### src/design/evpcc_pkg.sv
// Package with the item types, constants and sample feature function of the pilot controller.
package evpcc_pkg;

    localparam int VW = 29;

    localparam logic [0:0] CFG_IDLE_TIMEOUT = 1'b0;
    localparam logic [0:0] CFG_OC_MARGIN    = 1'b1;

    localparam logic [11:0] PROX_MIN = 12'd1000;
    localparam logic [11:0] PROX_MAX = 12'd4050;
    localparam logic [11:0] PROX_20  = 12'd3210;
    localparam logic [11:0] PROX_32  = 12'd1920;
    localparam logic [11:0] PROX_63  = 12'd1180;

    localparam logic [5:0] AMP_20 = 6'd20;
    localparam logic [5:0] AMP_32 = 6'd32;
    localparam logic [5:0] AMP_63 = 6'd63;

    localparam logic [11:0] CUR_LOW_MAX = 12'd245;
    localparam logic [11:0] CUR_MID_MAX = 12'd2088;
    localparam logic [11:0] CUR_HI_MAX  = 12'd3276;

    localparam logic [9:0] DUTY_IDLE      = 10'd9;
    localparam logic [9:0] DUTY_WAIT      = 10'd49;
    localparam logic [9:0] DUTY_MIN       = 10'd89;
    localparam logic [9:0] DUTY_FAULT     = 10'd979;
    localparam logic [9:0] DUTY_HI_OFFSET = 10'd639;

    localparam logic [VW-1:0] PILOT_GAIN = 29'd76840;
    localparam logic [VW-1:0] V_LIM_1    = 29'd27027;
    localparam logic [VW-1:0] V_LIM_7    = 29'd189189;
    localparam logic [VW-1:0] V_LIM_10   = 29'd270270;

    localparam logic [18:0] AMP_SCALE = 19'd4095;
    localparam logic [18:0] CUR_X100  = 19'd100;

    // Exact reciprocals for floor(s*1000/2457) and floor(s*400/4095) over 12-bit s.
    localparam logic [35:0] MID_RECIP = 36'd6828334;
    localparam logic [34:0] HI_RECIP  = 35'd3277601;

    typedef struct packed {
        logic        button_low;
        logic [11:0] pilot_sample;
        logic [11:0] proximity_sample;
        logic [11:0] current_sample;
    } t_in_item;

    typedef struct packed {
        logic [9:0] pilot_duty;
        logic       charge_relay_on;
        logic       pilot_relay_on;
        logic       fault_led;
    } t_out_item;

    typedef struct packed {
        logic [5:0] idle_timeout_ticks;
        logic [3:0] overcurrent_margin_amps;
    } t_cfg;

    typedef struct packed {
        logic [VW-1:0] pilot_scaled;
        logic          prox_in_band;
        logic [5:0]    amp_rating;
        logic          cur_zero;
        logic          cur_low;
        logic          cur_mid;
        logic          cur_hi;
        logic [18:0]   cur_x100;
        logic [9:0]    duty_mid;
        logic [9:0]    duty_hi;
    } t_prev;

    function automatic t_prev f_prep(input t_in_item item);
        t_prev       pr;
        logic [35:0] mid_prod;
        logic [34:0] hi_prod;
        logic [10:0] q_mid;
        logic [8:0]  q_hi;
        logic [11:0] p;
        logic [11:0] s;
        begin
            p = item.proximity_sample;
            s = item.current_sample;
            pr.pilot_scaled = VW'(item.pilot_sample) * PILOT_GAIN;
            pr.prox_in_band = (p > PROX_MIN) && (p < PROX_MAX);
            if (p > PROX_20) begin
                pr.amp_rating = AMP_20;
            end else if ((p > PROX_32) && (p < PROX_20)) begin
                pr.amp_rating = AMP_32;
            end else if ((p > PROX_63) && (p < PROX_32)) begin
                pr.amp_rating = AMP_63;
            end else begin
                pr.amp_rating = 6'd0;
            end
            pr.cur_zero = (s == 12'd0);
            pr.cur_low  = (s <= CUR_LOW_MAX);
            pr.cur_mid  = (s <= CUR_MID_MAX);
            pr.cur_hi   = (s <= CUR_HI_MAX);
            pr.cur_x100 = 19'(s) * CUR_X100;
            mid_prod = 36'(s) * MID_RECIP;
            hi_prod  = 35'(s) * HI_RECIP;
            q_mid = mid_prod[34:24];
            q_hi  = hi_prod[33:25];
            pr.duty_mid = 10'(q_mid - 11'd1);
            pr.duty_hi  = 10'(q_hi) + DUTY_HI_OFFSET;
            return pr;
        end
    endfunction

endpackage

### src/design/evpcc_sample_prep.sv
// Register of the stored samples, kept as the features that the next decision needs.
module evpcc_sample_prep
    import evpcc_pkg::*;
(
    input  logic     i_clk,
    input  logic     i_rst_n,
    input  logic     i_load,
    input  t_in_item i_item,
    output t_prev    o_prev
);

    localparam t_prev PREV_RESET = f_prep(t_in_item'('0));

    t_prev r_prev;
    t_prev n_prev;

    assign n_prev = f_prep(i_item);

    always_ff @(posedge i_clk) begin
        if (!i_rst_n) begin
            r_prev <= PREV_RESET;
        end else if (i_load) begin
            r_prev <= n_prev;
        end
    end

    assign o_prev = r_prev;

endmodule

### src/design/evpcc_decide.sv
// Charging rules: stop, trip and idle state, relay and duty decisions for one item.
module evpcc_decide
    import evpcc_pkg::*;
(
    input  logic      i_clk,
    input  logic      i_rst_n,
    input  logic      i_step,
    input  logic      i_button_low,
    input  t_prev     i_prev,
    input  t_cfg      i_cfg,
    output t_out_item o_result
);

    logic       r_stop,    n_stop;
    logic       r_tripped, n_tripped;
    logic [5:0] r_idle,    n_idle;
    logic [9:0] r_duty,    n_duty;
    logic       r_charge,  n_charge;
    logic       r_pilot,   n_pilot;
    logic       r_led,     n_led;

    logic [VW-1:0] duty_inc;
    logic          v_above_1;
    logic          v_below_7;
    logic          v_above_7;
    logic          v_below_10;
    logic [6:0]    amp_limit;
    logic [18:0]   amp_limit_x;
    logic          over_current;
    logic [5:0]    idle_inc;
    logic          stop_req;

    assign duty_inc    = VW'(r_duty) + VW'(1);
    assign v_above_1   = i_prev.pilot_scaled > duty_inc * V_LIM_1;
    assign v_below_7   = i_prev.pilot_scaled < duty_inc * V_LIM_7;
    assign v_above_7   = i_prev.pilot_scaled > duty_inc * V_LIM_7;
    assign v_below_10  = i_prev.pilot_scaled < duty_inc * V_LIM_10;
    assign amp_limit   = 7'(i_prev.amp_rating) + 7'(i_cfg.overcurrent_margin_amps);
    assign amp_limit_x = 19'(amp_limit) * AMP_SCALE;
    assign over_current = i_prev.cur_x100 > amp_limit_x;
    assign idle_inc    = r_idle + 6'd1;
    assign stop_req    = r_stop ^ i_button_low;

    always_comb begin
        n_stop    = stop_req;
        n_tripped = r_tripped;
        n_idle    = r_idle;
        n_duty    = r_duty;
        n_charge  = r_charge;
        n_pilot   = r_pilot;
        n_led     = r_led;
        if (!i_prev.prox_in_band) begin
            n_duty   = DUTY_FAULT;
            n_charge = 1'b0;
            n_pilot  = 1'b0;
            n_led    = 1'b1;
            n_stop   = 1'b0;
        end else if (stop_req) begin
            n_stop    = 1'b0;
            n_tripped = 1'b1;
            n_duty    = DUTY_FAULT;
            n_charge  = 1'b0;
            n_led     = 1'b1;
        end else if (v_above_1 && v_below_7 && !r_tripped) begin
            n_pilot  = 1'b1;
            n_charge = 1'b1;
            n_led    = 1'b0;
            if (i_prev.cur_zero) begin
                n_idle = idle_inc;
                if (idle_inc > i_cfg.idle_timeout_ticks) begin
                    n_idle   = 6'd0;
                    n_duty   = DUTY_IDLE;
                    n_charge = 1'b0;
                    n_led    = 1'b1;
                end
            end else if (i_prev.cur_low) begin
                n_idle = 6'd0;
                n_duty = DUTY_MIN;
            end else if (i_prev.cur_mid) begin
                n_idle = 6'd0;
                n_duty = i_prev.duty_mid;
            end else if (i_prev.cur_hi) begin
                n_idle = 6'd0;
                n_duty = i_prev.duty_hi;
            end else begin
                n_tripped = 1'b1;
                n_stop    = 1'b0;
                n_duty    = DUTY_FAULT;
                n_charge  = 1'b0;
                n_led     = 1'b1;
            end
            if (over_current) begin
                n_idle    = 6'd0;
                n_tripped = 1'b1;
                n_charge  = 1'b0;
                n_led     = 1'b1;
            end
        end else if (r_tripped || (v_above_7 && v_below_10)) begin
            n_tripped = 1'b0;
            n_pilot   = 1'b1;
            n_charge  = 1'b0;
            n_duty    = DUTY_WAIT;
            n_led     = 1'b1;
            n_idle    = idle_inc;
            if (idle_inc > i_cfg.idle_timeout_ticks) begin
                n_idle = 6'd0;
                n_duty = DUTY_IDLE;
            end
        end
    end

    always_ff @(posedge i_clk) begin
        if (!i_rst_n) begin
            r_stop    <= 1'b0;
            r_tripped <= 1'b0;
            r_idle    <= 6'd0;
            r_duty    <= 10'd0;
            r_charge  <= 1'b0;
            r_pilot   <= 1'b0;
            r_led     <= 1'b0;
        end else if (i_step) begin
            r_stop    <= n_stop;
            r_tripped <= n_tripped;
            r_idle    <= n_idle;
            r_duty    <= n_duty;
            r_charge  <= n_charge;
            r_pilot   <= n_pilot;
            r_led     <= n_led;
        end
    end

    assign o_result.pilot_duty      = n_duty;
    assign o_result.charge_relay_on = n_charge;
    assign o_result.pilot_relay_on  = n_pilot;
    assign o_result.fault_led       = n_led;

endmodule

### src/design/evse_pilot_charge_controller_unit.sv
// Top level of the control pilot charge controller: handshake, configuration and result register.
// The block takes one item per clock while the output side is not stalled and returns one result
// item for each: the item waits in the input register, and the decision moves it into the result
// register while updating the charging state. Each decision works on the samples of the item
// before it; the samples of the current item are stored for the next one. The throughput is set
// by the decision step, which reads and writes the charging state in the same step. Configuration
// writes take effect at once and are meant for times when no item is in flight.
module evse_pilot_charge_controller_unit
    import evpcc_pkg::*;
(
    input  logic      i_clk,
    input  logic      i_rst_n,
    input  logic      i_in_valid,
    output logic      o_in_stall,
    input  t_in_item  i_in_item,
    output logic      o_out_valid,
    input  logic      i_out_stall,
    output t_out_item o_out_item,
    input  logic      i_cfg_we,
    input  logic [0:0] i_cfg_index,
    input  logic [5:0] i_cfg_data
);

    logic      r_in_valid;
    t_in_item  r_in_item;
    logic      r_out_valid;
    t_out_item r_out_item;
    t_cfg      r_cfg;
    logic      advance;
    t_prev     prev;
    t_out_item result;

    assign advance    = r_in_valid && (!r_out_valid || !i_out_stall);
    assign o_in_stall = r_in_valid && !advance;

    always_ff @(posedge i_clk) begin
        if (!i_rst_n) begin
            r_in_valid <= 1'b0;
        end else if (!o_in_stall) begin
            r_in_valid <= i_in_valid;
        end
    end

    always_ff @(posedge i_clk) begin
        if (!o_in_stall && i_in_valid) begin
            r_in_item <= i_in_item;
        end
    end

    always_ff @(posedge i_clk) begin
        if (!i_rst_n) begin
            r_out_valid <= 1'b0;
        end else if (advance) begin
            r_out_valid <= 1'b1;
        end else if (!i_out_stall) begin
            r_out_valid <= 1'b0;
        end
    end

    always_ff @(posedge i_clk) begin
        if (advance) begin
            r_out_item <= result;
        end
    end

    always_ff @(posedge i_clk) begin
        if (!i_rst_n) begin
            r_cfg.idle_timeout_ticks      <= 6'd30;
            r_cfg.overcurrent_margin_amps <= 4'd2;
        end else if (i_cfg_we) begin
            if (i_cfg_index == CFG_IDLE_TIMEOUT) begin
                r_cfg.idle_timeout_ticks <= i_cfg_data;
            end else if (i_cfg_index == CFG_OC_MARGIN) begin
                r_cfg.overcurrent_margin_amps <= i_cfg_data[3:0];
            end
        end
    end

    evpcc_sample_prep u_sample_prep (
        .i_clk   (i_clk),
        .i_rst_n (i_rst_n),
        .i_load  (advance),
        .i_item  (r_in_item),
        .o_prev  (prev)
    );

    evpcc_decide u_decide (
        .i_clk        (i_clk),
        .i_rst_n      (i_rst_n),
        .i_step       (advance),
        .i_button_low (r_in_item.button_low),
        .i_prev       (prev),
        .i_cfg        (r_cfg),
        .o_result     (result)
    );

    assign o_out_valid = r_out_valid;
    assign o_out_item  = r_out_item;

endmodule

### config.mk
export PLATFORM = sky130hd
export DESIGN_NAME = evse_pilot_charge_controller_unit
export DESIGN_NICKNAME = d
export VERILOG_FILES = /design/src/design/evpcc_pkg.sv /design/src/design/evpcc_sample_prep.sv /design/src/design/evpcc_decide.sv /design/src/design/evse_pilot_charge_controller_unit.sv
export SDC_FILE = /design/constraint.sdc
export NUM_CORES = 1
export LEC_CHECK = 0
export ABC_CLOCK_PERIOD_IN_PS = 14250
export BUFFER_PORTS_ARGS = -buffer_cell sky130_fd_sc_hd__buf_4
export CORE_MARGIN = 2
export CORE_UTILIZATION = 40
export DETAILED_ROUTE_END_ITERATION = 16
export PLACE_DENSITY = 0.56
export SYNTH_ARGS = -nofsm -noshare
export SYNTH_HDL_FRONTEND = slang
export SYNTH_SLANG_ARGS = --single-unit
### constraint.sdc
create_clock -name i_clk -period 14.25 [get_ports i_clk]
set_input_delay 2.85 -clock i_clk [delete_from_list [all_inputs] [get_ports i_clk]]
set_output_delay 2.85 -clock i_clk [all_outputs]
set_load 0.05 [all_outputs]
# Word level (Yosys, flattened, before mapping)
# Index checks and enable logic that the tools add are counted.
# word_totals
regBits	156
# op_classes
n_reduce_logical	23
n_eq_ne	6
addsub	5
n_mux	55
bitwise	2
n_mul	8
order_cmp	16
# op_table
cell	count
10-bit 2-to-1 mux	9
6-bit 2-to-1 mux	12
29-bit greater-than comparator	2
29-bit < comparator	2
12-bit by 22-bit multiplier with 34-bit output (second input constant)	1
1-bit 2-to-1 mux	34
12-bit by 22-bit multiplier with 33-bit output (second input constant)	1
29-bit by 15-bit multiplier with 29-bit output (second input constant)	1
29-bit by 18-bit multiplier with 28-bit output (second input constant)	1
29-bit by 18-bit multiplier with 29-bit output (second input constant)	1
12-bit by 14-bit multiplier with 26-bit output (second input constant)	1
12-bit by 11-bit greater-than comparator with 1-bit output (second input constant)	2
12-bit <= comparator (second input constant)	2
12-bit < comparator (second input constant)	2
19-bit greater-than comparator	1
7-bit by 12-bit multiplier with 19-bit output (second input constant)	1
12-bit by 5-bit multiplier with 17-bit output (second input constant)	1
4-bit by 2-bit != test with 1-bit output (second input constant)	4
12-bit by 10-bit greater-than comparator with 1-bit output (second input constant)	1
12-bit greater-than comparator (second input constant)	1
12-bit by 8-bit <= comparator with 1-bit output (second input constant)	1
12-bit logical NOT	1
12-bit by 11-bit < comparator with 1-bit output (second input constant)	1
10-bit by 1-bit adder with 11-bit output (second input constant)	1
other kinds (16)	31

# Longest topological paths before layout
# logic_depth
depth_word	9
mapped_depth	38

# Cells and area by module
# From an unflattened synthesis, not the netlist that was laid out.
# hier_totals
hier_cells	3049
hier_area_um2	28061.9
# modules_own_cells
mod	cells_per_inst	seq_area_each_um2	area_per_inst_um2	instances
evpcc_decide	1597	400.4	13928.4	1
evpcc_sample_prep	1349	1421.4	12129.1	1
evse_pilot_charge_controller_unit	103	1741.7	2004.4	1

# Least setup slack after synthesis
# No wires, ideal clock.
# synth_timing
kind	reg-to-reg
from	register u_decide.r_duty[0]
to	register u_decide.r_duty[3]
arrival_ns	8.630
path_stages_with_launch	31
path_buffers	0
required_time_ns	14.135
slack_ns	5.505
period_less_slack_ns	8.745
cell_sequence	dfxtp_1 > ha_1 > nand3_1 > nor2_1 > nand2_1 > xnor2_1 > ha_1 > ha_1 > inv_1 > fa_1 > fa_1 > fa_1 > inv_1 > ha_1 > o21a_1 > o21ai_0 > a31oi_1 > o41ai_1 > o2111ai_1 > a21o_1 > a21oi_1 > o2111ai_1 > xnor2_1 > ha_1 > nand4b_1 > nor4_1 > a221oi_1 > a2111oi_4 > nand2_4 > o221a_2 > a31o_1
# synth_rtl
element	line_no	source
start: declaration	evpcc_decide.sv:17	logic [9:0] r_duty, n_duty;
start signal: assignment	evpcc_decide.sv:125	r_duty <= n_duty;

==> implementation parameters <==
Parameter                              Value

Worst setup path
  Kind of start point of the critical path    register
  Data required time at the worst endpoint    14.60 ns
  Data arrival time of the worst path    10.20 ns
  Cell with the biggest individual delay on the critical path    sky130_fd_sc_hd__fa_1
  CP peak stage delay    0.79 ns
  Worst setup EP type    register
  Category of the most critical setup path    reg2reg
  Critical path peak fanout    12
  Most common cell type on the critical path    sky130_fd_sc_hd__fa_1

GRT
  Overall Global Routing Usage    20.6%
  Via count of the first global-routing pass    21100
  Largest net degree at the start of global routing    63
  Grt ovf    0
  Wire length of the first global-routing pass    114000 µm
  Antenna violations before repair    0

Run
  Max-cap violations    0

Floorplan
  Starting Density    40.5%
  Core area    68800 µm²
  Area enclosed by the die boundary    71800 µm²
  I/O pin count    64
  Die outline width    268 µm
  Die height    268 µm
  Count of standard-cell rows    96

Finish
  Number of inserted diodes    0
  Number of fillers in the final layout    6846
  Non-filler instance count after layout    4071
  Share of final-layout standard cells stronger than drive strength 1    5.13%
  Signed area change from the synthesized netlist to the final layout    7.52%
  Net count, final    4104

Timing
  Worst relative slew slack    27.4%
  Final-report max-slew violation count    0
  TNS Setup    0 ns
  Pin slew with the least headroom to its limit    1.08 ns
  Total count of hold-check failures in the final report    0
  Setup repair after global routing missed its margin    false
  Highest achievable clock rate    0.102 GHz
  Hold_ws    0.463 ns
  Final clock skew    0.0110 ns
  Final setup violation count    0
  Share of the clock period used by the worst path    69.1%
  Minimum clock period after layout    9.85 ns

Yosys
  Syn avg cell area    9.04 µm²
  Net count after synthesis    4059
  Synthesized-area fraction occupied by adder cells    48.4%
  Number of flops mapped to enable cells by yosys    50
  Basic-gate share of the synthesized area counting and, or, nand and nor cells    10.7%
  Dominant combinational cell family by area after synthesis    adder cells
  Count of state elements after synthesis    153
  Share of synthesized flip-flops with an asynchronous set or reset    0%
  Summed instance area of the synthesized netlist    27900 µm²
  Number of library cell types mapped by synthesis    100
  Xor/xnor share of the synthesized area    4.96%
  Register area share after synthesis    12.8%
  Most instantiated flip-flop cell in the synthesis netlist    sky130_fd_sc_hd__dfxtp_1
  Number of cells produced by synthesis    3083
  Fraction of synthesized area in multiplexers    0.112%
  Synthesized-area fraction occupied by ao, oa, aoi and oai cells    14.2%
  Synth warnings    0

Status
  Result of the run    completed

Pwr
  Leak pwr    16.0 nW
  Power Dens Cells    149 nW/µm²
  Maximum vdd ir drop    157 µV

Drt
  First-pass iteration count of the detailed router    5
  Wire length per cell    17.6 µm
  Number of vias after detailed routing    20900
  Iter 0 DRT Violations    981
  DRC violations left    0
  Final wirelength    71700 µm
  Vias per cell    5.14
  Residual antenna-violating net count after detailed routing    0

Clock tree
  Clk pin slew, worst setup/hold paths    0.07 ns
  Maximum number of buffers from clock root to sink    2
  Count of cells resized by post-cts repair    0
  Post-CTS Setup Inserts    0
  CTS tree    yes
  Quantity of hold-fixing buffers added after cts    0
  Clock insertion delay at the later pin of the skew report    0.45 ns
  Cts bufs inserted    17
  Root cell of the clock tree    sky130_fd_sc_hd__clkbuf_16
  Clock H-tree levels    4
  Clock net sink count    153

Placed design
  Final estimated routing congestion in global placement    0.938
  Number of buffer cells added on primary ports    63
  Number of instances in the placed design    4040
  Post-DP HPWL    60600 µm

Worst hold path
  HP Class    reg2reg
==> layer usage <==
layer	share of wire [%]	track usage [%]
met1	46	27.1
met2	48	36.2
met3	3.1	1.93
met4	2.5	5.51
met5	0	0
==> placed cells by master (no fill, tap or decap), types with 30 or more instances in the layout <==
master,Yosys,layout
sky130_fd_sc_hd__buf_4,0,77
sky130_fd_sc_hd__a21oi_1,193,193
sky130_fd_sc_hd__nand3_1,62,62
sky130_fd_sc_hd__xnor2_1,92,92
sky130_fd_sc_hd__nor2_1,104,104
sky130_fd_sc_hd__fa_1,253,253
sky130_fd_sc_hd__nor3_1,32,32
sky130_fd_sc_hd__inv_1,598,597
sky130_fd_sc_hd__nand2_1,211,210
sky130_fd_sc_hd__edfxtp_1,50,50
sky130_fd_sc_hd__nand4_1,30,30
sky130_fd_sc_hd__xor2_1,64,64
sky130_fd_sc_hd__dfxtp_1,103,103
sky130_fd_sc_hd__ha_1,674,674
sky130_fd_sc_hd__o21ai_0,84,84
sky130_fd_sc_hd__a21o_1,83,83
==> worst max-delay path: cells and delay by family (launching register included) <==
kind	cells	cell delay, ns
fa+ha+maj	7	3.35
compound gates	13	3.35
simple gates	4	0.87
xor+xnor	3	1.22
flops	1	0.63
buf+inv	3	0.31
==> flip-flops by register name, summed over array words and instances (netlist names) <==
name	count
r_in_valid	1
u_decide.r_duty	10
u_decide.r_led	1
u_decide.r_pilot	1
u_sample_prep.o_prev	71
u_decide.r_tripped	1
o_out_item	13
r_cfg	10
o_out_valid	1
u_decide.r_charge	1
u_decide.r_idle	6
r_in_item	37
==> final cells by class <==
type	count	area (µm²)	area share, %
clock buffers	18	439	1.47
clock inverters	13	113	0.376
inverters	600	2250	7.52
multi-input cells	2279	21900	72.9
flip-flops and latches	153	3560	11.9
well taps	931	1160	3.89
repair buffers	77	578	1.93
==> per-stage QoR <==
stage | worst slack [ns] | power (mW) | area (µm²) | util, %
floorplan | 5.50 | 3.08 | 27900 | -
global placement | 4.61 | 4.07 | 29400 | 42.7
detailed placement | 4.45 | 4.05 | 29400 | 42.7
CTS | 4.43 | 4.53 | 30000 | 43.5
global route | 3.88 | 4.98 | 30000 | 43.5
finish | 4.40 | 4.47 | 30000 | 43.5
==> kinds of logic (layout without fill, tap and decap cells) <==
logic type               count (synthesis)  after routing
multiplexers                             3              3
AND/OR/NAND/NOR                        604            604
adder cells (fa/ha/maj)                927            927
XOR/XNOR                               157            157
flip-flops                             153            153
AO/OA/AOI/OAI                          588            588
buffers and inverters                  651            708
==> where the power goes <==
group	total (mW)	internal (mW)	switching (mW)
combinational	3.47	1.39	2.08
sequential	0.559	0.495	0.0637
clock	0.442	0.232	0.210
total	4.47	2.12	2.35
==> cells in the mapped netlist, types with 40 or more instances <==
| cell type | count | area, µm² |
|---|---|---|
| sky130_fd_sc_hd__a21o_1 | 83 | 623 |
| sky130_fd_sc_hd__a21oi_1 | 193 | 966 |
| sky130_fd_sc_hd__clkbuf_1 | 40 | 150 |
| sky130_fd_sc_hd__dfxtp_1 | 103 | 2060 |
| sky130_fd_sc_hd__edfxtp_1 | 50 | 1500 |
| sky130_fd_sc_hd__fa_1 | 253 | 5060 |
| sky130_fd_sc_hd__ha_1 | 674 | 8430 |
| sky130_fd_sc_hd__inv_1 | 598 | 2240 |
| sky130_fd_sc_hd__nand2_1 | 211 | 792 |
| sky130_fd_sc_hd__nand3_1 | 62 | 310 |
| sky130_fd_sc_hd__nor2_1 | 104 | 390 |
| sky130_fd_sc_hd__o21ai_0 | 84 | 420 |
| sky130_fd_sc_hd__xnor2_1 | 92 | 806 |
| sky130_fd_sc_hd__xor2_1 | 64 | 561 |
==> worst paths after layout <==
kind | end | startpoint | slack, ns | depth (start not counted)
worst max-delay path | u_decide.r_duty[6] | u_decide.r_duty[2] | 4.40 | 30
worst min-delay path | u_sample_prep.o_prev[31] | u_sample_prep.o_prev[31] | 0.46 | 2
worst max register to register | u_decide.r_duty[6] | u_decide.r_duty[2] | 4.40 | 30
worst min register to register | u_sample_prep.o_prev[31] | u_sample_prep.o_prev[31] | 0.46 | 2
(Power assumes the default switching activity.)
